**src/esp_pkg.sv**
```systemverilog
// ----------------------------------------------------------------------------
// esp_pkg
// Shared types and constants of the elite solution pool: entry layout,
// widths, the compare unit's result bundle and the stream word layouts.
// ----------------------------------------------------------------------------
package esp_pkg;

  // Pool geometry
  localparam int POOL_DEPTH = 8;
  localparam int IDX_W      = (POOL_DEPTH > 1) ? $clog2(POOL_DEPTH) : 1;
  localparam int CNT_W      = $clog2(POOL_DEPTH + 1);

  // Field widths
  localparam int COST_W  = 48;
  localparam int PAY_W   = 32;
  localparam int STAMP_W = 32;
  localparam int DRAW_W  = 16;
  localparam int TOL_W   = 16;
  localparam int BIT_W   = $clog2(DRAW_W);

  // Stream word widths
  localparam int IN_W    = 128;
  localparam int IN_U_W  = 2;
  localparam int OUT_W   = 120;
  localparam int OUT_PAD = OUT_W - (3 + PAY_W + 4 + COST_W + STAMP_W);

  // Reset values
  localparam logic [TOL_W-1:0]  TOL_RESET  = TOL_W'(66);
  localparam logic [COST_W-1:0] COST_NONE  = {COST_W{1'b1}};

  // Action codes
  localparam logic ACT_PUBLISH = 1'b0;
  localparam logic ACT_FETCH   = 1'b1;

  typedef logic [COST_W-1:0] cost_t;
  typedef logic [PAY_W-1:0]  pay_t;

  // One pool entry
  typedef struct packed {
    cost_t cost;
    pay_t  payload;
  } entry_t;

  // Result of the shared compare unit
  typedef struct packed {
    logic  lt;    // a < b
    logic  near;  // |a - b| < tolerance
    cost_t absd;  // |a - b|
  } cmp_res_t;

endpackage

```
**src/esp_cmp.sv**
```systemverilog
// ----------------------------------------------------------------------------
// esp_cmp
// Shared subtract and compare unit: ordering, absolute distance and the
// duplicate test against the diversity tolerance.
// ----------------------------------------------------------------------------
module esp_cmp (
  input  esp_pkg::cost_t            a,
  input  esp_pkg::cost_t            b,
  input  logic [esp_pkg::TOL_W-1:0] tol,
  output esp_pkg::cmp_res_t         res
);
  import esp_pkg::*;

  logic [COST_W:0] diff;
  cost_t           absd;

  // Subtract once, fold the sign into a magnitude
  assign diff = {1'b0, a} - {1'b0, b};
  assign absd = diff[COST_W] ? (cost_t'(0) - diff[COST_W-1:0]) : diff[COST_W-1:0];

  assign res.lt   = diff[COST_W];
  assign res.absd = absd;
  assign res.near = (absd < {{(COST_W-TOL_W){1'b0}}, tol});

endmodule

```
**src/elite_solution_pool_unit.sv**
```systemverilog
// ----------------------------------------------------------------------------
// elite_solution_pool_unit
// Sorted pool of the best candidate solutions with duplicate rejection,
// best-cost tracking and best or random fetch.
// ----------------------------------------------------------------------------
// A word is taken only while the block is idle, then it runs on its own until
// the result is loaded into the output register; the next word can be taken
// while that result waits. Everything passes through one shared 48-bit
// subtract/compare unit and one entry memory with one write port and one
// registered read port. A publish scans the stored entries for a near
// duplicate, shifts larger entries toward the tail and drops the candidate
// in the hole, then checks the best cost when it lands at the head; a
// rejected duplicate ends early. A best fetch reads the head entry, an
// empty-pool fetch goes straight to the output, and a random fetch first
// reduces the 16-bit draw modulo the entry count bit-serially. A result
// waits for a free output register. No clearing pass after reset.
// ----------------------------------------------------------------------------
module elite_solution_pool_unit (
  input  logic                        clk,
  input  logic                        rst_n,
  // Configuration: diversity_tolerance
  input  logic                        cfg_valid,
  output logic                        cfg_ready,
  input  logic [esp_pkg::TOL_W-1:0]   cfg_data,
  // Input words
  input  logic                        in_tvalid,
  output logic                        in_tready,
  // [47:0] cost, [79:48] payload_in, [111:80] timestamp, [127:112] random_draw
  input  logic [esp_pkg::IN_W-1:0]    in_tdata,
  // [0] action, [1] want_best
  input  logic [esp_pkg::IN_U_W-1:0]  in_tuser,
  // Result words
  output logic                        out_tvalid,
  input  logic                        out_tready,
  // [0] accepted, [1] new_best, [2] found, [34:3] payload_out,
  // [38:35] pool_count, [86:39] best_cost, [118:87] best_time, [119] zero
  output logic [esp_pkg::OUT_W-1:0]   out_tdata
);
  import esp_pkg::*;

  typedef enum logic [6:0] {
    S_IDLE  = 7'b0000001,
    S_SCAN  = 7'b0000010,
    S_INS   = 7'b0000100,
    S_BEST  = 7'b0001000,
    S_MOD   = 7'b0010000,
    S_FETCH = 7'b0100000,
    S_OUT   = 7'b1000000
  } state_t;

  state_t               state_r, state_nxt;
  cost_t                cost_r, cost_nxt;
  pay_t                 pay_r, pay_nxt;
  logic [STAMP_W-1:0]   stamp_r, stamp_nxt;
  logic [DRAW_W-1:0]    draw_r, draw_nxt;
  logic [TOL_W-1:0]     tol_r, tol_nxt;
  logic [CNT_W-1:0]     cnt_r, cnt_nxt;
  cost_t                best_r, best_nxt;
  logic [STAMP_W-1:0]   btime_r, btime_nxt;
  logic [IDX_W-1:0]     scan_r, scan_nxt;
  logic [IDX_W-1:0]     k_r, k_nxt;
  logic [CNT_W-1:0]     rem_r, rem_nxt;
  logic [BIT_W-1:0]     bit_r, bit_nxt;
  logic                 res_acc_r, res_acc_nxt;
  logic                 res_nb_r, res_nb_nxt;
  logic                 res_found_r, res_found_nxt;
  pay_t                 res_pay_r, res_pay_nxt;
  logic                 out_valid_r, out_valid_nxt;
  logic [OUT_W-1:0]     out_data_r, out_data_nxt;

  // Entry memory
  entry_t               mem [POOL_DEPTH];
  entry_t               rd_data_r;
  logic [IDX_W-1:0]     rd_addr;
  logic                 wr_en;
  logic [IDX_W-1:0]     wr_addr;
  entry_t               wr_data;

  // Shared compare unit
  cost_t                cmp_a, cmp_b;
  cmp_res_t             cmp;

  logic                 in_fire;
  logic                 scan_last;
  logic                 pool_full;
  logic [IDX_W-1:0]     ins_k;
  logic [CNT_W:0]       rem_sh;

  esp_cmp u_cmp (
    .a   (cmp_a),
    .b   (cmp_b),
    .tol (tol_r),
    .res (cmp)
  );

  assign in_tready  = (state_r == S_IDLE);
  assign in_fire    = in_tvalid && in_tready;
  assign cfg_ready  = 1'b1;
  assign out_tvalid = out_valid_r;
  assign out_tdata  = out_data_r;

  assign pool_full = (cnt_r == CNT_W'(POOL_DEPTH));
  assign scan_last = ({{(CNT_W-IDX_W){1'b0}}, scan_r} + CNT_W'(1)) == cnt_r;
  assign ins_k     = pool_full ? IDX_W'(POOL_DEPTH - 1) : IDX_W'(cnt_r);
  assign rem_sh    = {rem_r, draw_r[bit_r]};

  // Select compare operands
  always_comb begin
    cmp_a = cost_r;
    cmp_b = rd_data_r.cost;
    if (state_r == S_MOD) begin
      cmp_a = COST_W'(rem_sh);
      cmp_b = COST_W'(cnt_r);
    end else if (state_r == S_BEST) begin
      cmp_b = best_r;
    end
  end

  // Sequencer
  always_comb begin
    state_nxt     = state_r;
    cost_nxt      = cost_r;
    pay_nxt       = pay_r;
    stamp_nxt     = stamp_r;
    draw_nxt      = draw_r;
    tol_nxt       = cfg_valid ? cfg_data : tol_r;
    cnt_nxt       = cnt_r;
    best_nxt      = best_r;
    btime_nxt     = btime_r;
    scan_nxt      = scan_r;
    k_nxt         = k_r;
    rem_nxt       = rem_r;
    bit_nxt       = bit_r;
    res_acc_nxt   = res_acc_r;
    res_nb_nxt    = res_nb_r;
    res_found_nxt = res_found_r;
    res_pay_nxt   = res_pay_r;
    out_valid_nxt = out_valid_r;
    out_data_nxt  = out_data_r;
    rd_addr       = '0;
    wr_en         = 1'b0;
    wr_addr       = k_r;
    wr_data       = '{cost: cost_r, payload: pay_r};

    // Drop the result once taken
    if (out_valid_r && out_tready) begin
      out_valid_nxt = 1'b0;
    end

    unique case (state_r)
      S_IDLE: begin
        if (in_fire) begin
          cost_nxt      = in_tdata[COST_W-1:0];
          pay_nxt       = in_tdata[COST_W +: PAY_W];
          stamp_nxt     = in_tdata[COST_W+PAY_W +: STAMP_W];
          draw_nxt      = in_tdata[COST_W+PAY_W+STAMP_W +: DRAW_W];
          res_acc_nxt   = 1'b0;
          res_nb_nxt    = 1'b0;
          res_found_nxt = 1'b0;
          res_pay_nxt   = '0;
          scan_nxt      = '0;
          rem_nxt       = '0;
          bit_nxt       = BIT_W'(DRAW_W - 1);
          if (in_tuser[0] == ACT_PUBLISH) begin
            if (cnt_r == '0) begin
              k_nxt     = '0;
              cnt_nxt   = CNT_W'(1);
              state_nxt = S_INS;
            end else begin
              state_nxt = S_SCAN;
            end
          end else begin
            priority if (cnt_r == '0) begin
              state_nxt = S_OUT;
            end else if (in_tuser[1]) begin
              state_nxt = S_FETCH;
            end else begin
              state_nxt = S_MOD;
            end
          end
        end
      end

      // Walk stored costs, reject on a near duplicate
      S_SCAN: begin
        rd_addr = scan_last ? (ins_k - IDX_W'(1)) : (scan_r + IDX_W'(1));
        priority if (cmp.near) begin
          state_nxt = S_OUT;
        end else if (!scan_last) begin
          scan_nxt = scan_r + IDX_W'(1);
        end else if (!pool_full) begin
          k_nxt     = ins_k;
          cnt_nxt   = cnt_r + CNT_W'(1);
          state_nxt = S_INS;
        end else if (cmp.lt) begin
          k_nxt     = ins_k;
          state_nxt = S_INS;
        end else begin
          state_nxt = S_OUT;
        end
      end

      // Shift larger entries toward the tail, drop the candidate in the hole
      S_INS: begin
        rd_addr = k_r - IDX_W'(2);
        wr_en   = 1'b1;
        if (k_r != '0 && cmp.lt) begin
          wr_data = rd_data_r;
          k_nxt   = k_r - IDX_W'(1);
        end else begin
          res_acc_nxt = 1'b1;
          state_nxt   = (k_r == '0) ? S_BEST : S_OUT;
        end
      end

      // Record a new head cost that beats the best seen
      S_BEST: begin
        if (cmp.lt) begin
          best_nxt   = cost_r;
          btime_nxt  = stamp_r;
          res_nb_nxt = 1'b1;
        end
        state_nxt = S_OUT;
      end

      // Reduce the draw modulo the count, one bit per cycle
      S_MOD: begin
        rem_nxt = cmp.lt ? CNT_W'(rem_sh) : CNT_W'(cmp.absd);
        rd_addr = IDX_W'(rem_nxt);
        if (bit_r == '0) begin
          state_nxt = S_FETCH;
        end else begin
          bit_nxt = bit_r - BIT_W'(1);
        end
      end

      S_FETCH: begin
        res_found_nxt = 1'b1;
        res_pay_nxt   = rd_data_r.payload;
        state_nxt     = S_OUT;
      end

      // Load the output register once it is free
      S_OUT: begin
        if (!out_valid_r || out_tready) begin
          out_valid_nxt = 1'b1;
          out_data_nxt  = {{OUT_PAD{1'b0}}, btime_r, best_r, 4'(cnt_r), res_pay_r,
                           res_found_r, res_nb_r, res_acc_r};
          state_nxt     = S_IDLE;
        end
      end

      default: begin
        state_nxt = S_IDLE;
      end
    endcase
  end

  // Entry memory: one write, one registered read
  always_ff @(posedge clk) begin
    if (wr_en) begin
      mem[wr_addr] <= wr_data;
    end
    rd_data_r <= mem[rd_addr];
  end

  // Control state
  always_ff @(posedge clk) begin
    if (!rst_n) begin
      state_r     <= S_IDLE;
      tol_r       <= TOL_RESET;
      cnt_r       <= '0;
      best_r      <= COST_NONE;
      btime_r     <= '0;
      out_valid_r <= 1'b0;
    end else begin
      state_r     <= state_nxt;
      tol_r       <= tol_nxt;
      cnt_r       <= cnt_nxt;
      best_r      <= best_nxt;
      btime_r     <= btime_nxt;
      out_valid_r <= out_valid_nxt;
    end
  end

  // Working and payload registers
  always_ff @(posedge clk) begin
    cost_r      <= cost_nxt;
    pay_r       <= pay_nxt;
    stamp_r     <= stamp_nxt;
    draw_r      <= draw_nxt;
    scan_r      <= scan_nxt;
    k_r         <= k_nxt;
    rem_r       <= rem_nxt;
    bit_r       <= bit_nxt;
    res_acc_r   <= res_acc_nxt;
    res_nb_r    <= res_nb_nxt;
    res_found_r <= res_found_nxt;
    res_pay_r   <= res_pay_nxt;
    out_data_r  <= out_data_nxt;
  end

endmodule
```
**config.mk**
```make
export PLATFORM = sky130hd
export DESIGN_NAME = elite_solution_pool_unit
export DESIGN_NICKNAME = d
export VERILOG_FILES = /design/src/esp_pkg.sv /design/src/esp_cmp.sv /design/src/elite_solution_pool_unit.sv
export SDC_FILE = /design/constraint.sdc
export NUM_CORES = 2
export LEC_CHECK = 0
export BUFFER_PORTS_ARGS = -buffer_cell sky130_fd_sc_hd__buf_2
export CORE_ASPECT_RATIO = 0.5
export CORE_MARGIN = 2
export CORE_UTILIZATION = 30
export DETAILED_ROUTE_END_ITERATION = 8
export PLACE_DENSITY = 0.53
export SETUP_SLACK_MARGIN = 0.3
export SLEW_MARGIN = 30
export SYNTH_ARGS = -nofsm -noshare
export SYNTH_HDL_FRONTEND = slang
export SYNTH_SLANG_ARGS = --single-unit
export TNS_END_PERCENT = 20
```
**constraint.sdc**
```tcl
create_clock -name clk -period 9 [get_ports clk]
set_input_delay 1.8 -clock clk [delete_from_list [all_inputs] [get_ports clk]]
set_output_delay 1.8 -clock clk [all_outputs]
set_load 0.01 [all_outputs]
```
Word level (Yosys, flattened, before mapping)

Memory sizes are Yosys's and may differ from the RTL's. A register that Yosys moved wholly into a read port is not among the register bits.
Cells that the tools add are included.
W data, S select, Z words.

Memories kept: 1
Flip-flop bits (word level): 404
Input port bits: 151
Output and inout bits: 123
Bits in writable memories: 640

$add $sub $neg: 9
Muxes and demuxes: 65
$lt $le $gt $ge: 2
Eq/ne operators: 24
Reduce and logical (&&, ||, !) cells: 28

Memory list:

| name | words | bits a word | read ports | clocked after Yosys merged registers in | write ports | RTL line                       | text |
|---|---|---|---|---|---|---|---|
| mem  | 8     | 80          | 1          | 1                                       | 1           | elite_solution_pool_unit.sv:72 | `entry_t mem [POOL_DEPTH];` |

Operators by type and width:

| cell                    | number |
|---|---|
| $mux W48                | 4 |
| $mux W80                | 2 |
| $mux W7                 | 11 |
| $pmux W32 S2            | 1 |
| $sub A48 B48 Y49        | 1 |
| $lt A48 B16 Y1          | 1 |
| $sub A1 B48 Y48 const A | 1 |
| $mux W3                 | 14 |
| $pmux W7 S6             | 1 |
| $mux W4                 | 10 |
| $mux W32                | 1 |
| $pmux W4 S2             | 3 |
| $ne A2 B2 Y1 const B    | 9 |
| $pmux W3 S3             | 2 |
| $mux W1                 | 10 |
| $reduce_and A2 Y1       | 5 |
| $reduce_bool A2 Y1      | 5 |
| $reduce_and A3 Y1       | 3 |
| $logic_not A4 Y1        | 2 |
| $ne A2 B1 Y1 const B    | 4 |
| $reduce_and A8 Y1       | 1 |
| $eq A7 B1 Y1 const B    | 1 |
| $eq A7 B2 Y1 const B    | 1 |
| $eq A7 B3 Y1 const B    | 1 |
| other kinds (28)        | 34 |

Logic depth before layout (Yosys ltp)

Depth in word-level cells: 9
Depth in mapped cells: 36

By module

A second synthesis with hierarchy kept.

Cells, all modules: 3701
Area, all modules: 48263.8 um^2

By module, submodules not included:

| module                   | area each (um^2) | seq. area each (um^2) | cells an instance | times used |
|---|---|---|---|---|
| elite_solution_pool_unit | 42567.1          | 31870.6               | 2831              | 1 |
| esp_cmp                  | 5696.7           | 0.0                   | 870               | 1 |

Least setup slack after synthesis

Ideal clock, no wire load.

Path type: flip-flop to flip-flop
From: reg state_r[6]
To: reg k_r[0] (enable)
Setup time: 0.252 ns
Data required time: 8.748 ns
Slack: 0.776 ns
Period minus slack after synthesis: 8.224 ns
Cell stages (with the launch flop): 36
Arrival time: 7.972 ns
Cell sequence: dfxtp_1 or3_1 or3_1 nor3b_1 clkbuf_1 nand2_1 o21ai_0 ha_1 inv_1 fa_1 a211oi_2 o21ai_2 o2111ai_2 nand3_2 a41oi_2 o21a_1 clkbuf_1 buf_2 clkbuf_1 buf_1 a21o_1 ha_1 a21boi_0 o21a_1 o21a_1 o21a_1 o21a_1 o2111ai_1 a31oi_1 o31a_1 or4b_1 nor4_1 and4_1 and3_2 o21ai_1 and2_1

Word-level cells in the longest chain between the ends: 9
Elaborated cells on any way between the ends: 23
Classes of those cells: 2 x add/sub; 1 x order compare; 12 x eq/ne; 4 x mux; 4 x reduce/logical

RTL lines:

| item                            | RTL line                        | text |
|---|---|---|
| from (decl)                     | elite_solution_pool_unit.sv:51  | `state_t state_r, state_nxt;` |
| from (signal assigned)          | elite_solution_pool_unit.sv:277 | `state_r <= state_nxt;` |
| $eq A7 B4 Y1                    | elite_solution_pool_unit.sv:114 | `end else if (state_r == S_BEST) begin` |
| $mux W48                        | elite_solution_pool_unit.sv:114 |  |
| $mux W48                        | elite_solution_pool_unit.sv:111 | `if (state_r == S_MOD) begin` |
| $sub A48 B48 Y49                | esp_cmp.sv:18                   | `assign diff = {1'b0, a} - {1'b0, b};` |
| $sub A1 B48 Y48                 | esp_cmp.sv:19                   | `assign absd = diff[COST_W] ? (cost_t'(0) - diff[COST_W-1:0]) : diff[COST_W-1:0];` |
| $mux W48                        | esp_cmp.sv:19                   |  |
| $lt A48 B16 Y1                  | esp_cmp.sv:23                   | `assign res.near = (absd < {{(COST_W-TOL_W){1'b0}}, tol});` |
| $ne A2 B2 Y1 (no line)          | -                               |  |
| $reduce_and A8 Y1 (no line) (*) | -                               |  |
| to (signal assigned)            | elite_solution_pool_unit.sv:293 | `k_r <= k_nxt;` |
| to (decl)                       | elite_solution_pool_unit.sv:61  | `logic [IDX_W-1:0] k_r, k_nxt;` |

Mark *: on every way between the ends. The rest lies on a longest branch, timed or not.
A chain may end at the register's enable or synchronous reset.

Final worst setup path

From: reg state_r[6]
To: reg k_r[1] (enable)

The elaborated chain is that of the path after synthesis.

==> summary.txt <==
RSZ-0062 raised after global routing = no
CTS buffer count = 103
Ys async rst share = 0
Leading cell type in the layout, fill and taps excluded = nand2_1
Clock buffer depth = 3
H-Tree Depth = 3
CP arrival = 8720 ps
Post-synth net total = 4,469
Setup CP Type = flip-flop to flip-flop
CP most frequent cell = o21a_1
Max-cap violations = 0
Final Slew Violations = 0
Crit end category = flip-flop
Fin util = 0.348
Remaining DRCs = 0
Worst min path class = flip-flop to flip-flop
Sequential cell area = 31,900 um^2
Tot Pwr = 15.7 mW
Slowest cell on crit path = or4b_1
Post-DP Area = 52,300 um^2
Commonest non-fill, non-tap cells in the layout = nand2_1 (1,184), edfxtp_1 (936), nand3_1 (480), buf_2 (271), dfxtp_1 (188)
Area occupied by multi-input gates = 15,500 um^2
Maximum VDD drop = 0.172 mV
Setup_tns = 0 ps
Initial antenna violation count = 10
Run status = completed
Via count = 33.2k
Switching share of power = 0.335
Synth area leader = edfxtp_1
Combinational fraction of design power = 0.285
Starting density of the core = 0.301
Number of synthesized flops with an enable pin = 936
Top-area cell type share of the netlist area = 0.581
Die height = 288 um
Synth unique cells = 111
Worst-path maximum fanout = 14
Final Cell Area = 55,900 um^2
CTS tree = done
Synth warnings = 0
Port bufs = 271
Starting DRT DRC Count = 2,762
Setup bufs post-CTS = 0
Reg power frac = 0.421
Clock-pin slew on the worst setup and hold paths = 70 ps
Vias in the first global route = 32.2k
Hold bufs inserted after CTS = 0
IO Pins = 274
Grt ovf = 0
Sequential-to-total area share from yosys stat = 0.658
Initial DRT Pass Iterations = 6
CTS root buf = clkbuf_16
Layout cells sized above 1 = 0.144
Fin crit share = 0.919
Power Dens Cells = 280 nW/um^2
Clock Latency Late Sink = 730 ps
CP Launch Type = flip-flop
Die Wd = 572 um
Avg Cell Area, Syn = 11.4 um^2
NumNets Final = 4,662
Fmax = 0.121 GHz
Post-DP HPWL = 86,600 um
Global-route usage over all layers = 0.165
Internal cell power = 10.4 mW
Final Wtd Congestion = 0.900
Routed Antenna Nets = 0
Row cnt = 104
Sw power = 5.25 mW
Cell Area, Synth = 48,400 um^2
Leakage power = 20.4 nW
Hold Vio Cnt, Final = 0
Main flop type after synthesis = edfxtp_1
Tightest Pin Transition = 1070 ps
Syn Inst Count = 4,242
Via density = 4.96
Worst slew margin = 0.284
Global-route wire length before repair = 207,000 um
Clock power share = 0.294
Worst path required time = 9460 ps
Per-cell routed wire length = 20.8 um
Largest net degree at the start of global routing = 145
Final wirelength = 139,000 um
Post-route minimum period = 8270 ps
Top cells by area, synth = edfxtp_1 (58%), nand2_1 (9.2%), dfxtp_1 (7.8%)
CTS sink count = 1,124
Fillers = 16.0k
Crit-path max cell delay = 530 ps
Synth Register Bits = 1,124
# setup viols final = 0
Area delta synth->final = 15.5%
Die Area = 165,000 um^2
Worst Skew = 42.0 ps
Placeable Area = 161,000 um^2
-- worst paths after layout --
| check | to | startpoint | slack, ps | depth (start not counted) |
|---|---|---|---|---|
| setup reg to reg | k_r[1] | state_r[6] | 730 | 31 |
| hold reg to reg | out_tdata[5] | res_pay_r[2] | 420 | 0 |
| hold / removal | out_tdata[5] | res_pay_r[2] | 420 | 0 |
| setup / recovery | k_r[1] | state_r[6] | 730 | 31 |
-- power by group through the flow --
| stage | Sequential, mW | Clock, mW | Combinational, mW |
|---|---|---|---|
| floorplan | 6.59 | 0 | 3.06 |
| global placement | 6.71 | 0 | 4.35 |
| detailed placement | 6.71 | 0 | 4.39 |
| CTS | 6.60 | 4.71 | 4.41 |
| global route | 6.63 | 4.91 | 4.90 |
| finish | 6.60 | 4.60 | 4.46 |
-- layer usage --
layer,global-route usage,share of wire,routed length (um)
met5,0,0.00029,41
met4,0.0457,0.027,3700
met3,0.0205,0.044,6140
met2,0.282,0.48,67300
met1,0.220,0.45,62100
-- registers in the layout, indices dropped and copies added (netlist names), 32 cells and up --
signal     count
best_r        48
btime_r       32
cost_r        48
mem          640
out_tdata    119
pay_r         32
rd_data_r     80
res_pay_r     32
stamp_r       32
-- worst max-delay path, delay by kind of cell, from the launching register on --
kind	cells	cell delay [ps]
AO/OA/AOI/OAI	15	3220
adder cells (fa/ha/maj)	3	890
buffers and inverters	2	310
flip-flops	1	340
multiplexers	1	210
AND/OR/NAND/NOR	10	3010
-- layout make-up --
| cell class | count | share of cell area |
|---|---|---|
| Sequential cell | 1124 | 0.570 |
| Tap cell | 2173 | 0.0486 |
| Timing Repair Buffer | 330 | 0.0363 |
| Clock buffer | 139 | 0.0503 |
| Antenna cell | 4 | 0.000179 |
| Multi-Input combinational cell | 2834 | 0.278 |
| Clock inverter | 55 | 0.0133 |
| Inverter | 42 | 0.00291 |
-- metrics by stage --
step / cells / hold WS, ps / worst slack [ps]
finish: 6701 / 420 / 733
CTS: 6697 / 420 / 617
global placement: 6500 / 404 / 778
floorplan: 4242 / 400 / 776
global route: 6698 / 424 / 314
detailed placement: 6503 / 405 / 659
-- cells in the mapped netlist, drive strengths merged, types with 12 or more instances --
cell    instances
xor2           13
and4           19
nor4           26
mux2           81
nand2        1187
dfxtp         188
mux2i          24
and2           99
o211ai         17
edfxtp        936
nor2          115
and3           16
or3            15
nand4          36
ha             75
nor2b          17
a211oi         22
a21o           20
nand3         482
o21ai         158
a31oi          12
a21oi         132
clkbuf        199
o21a           13
xnor2          35
buf            43
inv            41
nor3           39
-- kinds of logic after synthesis --
group / after synthesis / share of synthesized area
compound gates: 491 / 0.0672
xor+xnor: 48 / 0.00900
fa+ha+maj: 76 / 0.0198
buf+inv: 284 / 0.0232
flops: 1124 / 0.658
mux: 110 / 0.0261
other cells: 2 / 0.000155
simple gates: 2107 / 0.196
-- what timing repair did --
| item | 4_1_cts | 5_1_grt |
|---|---|---|
| setup endpoints to repair | 0 | 4 |
| hold endpoints to repair | 0 | 0 |
| gates resized for setup | 0 | 4 |
Note: power is estimated with default switching activity, not from simulation.
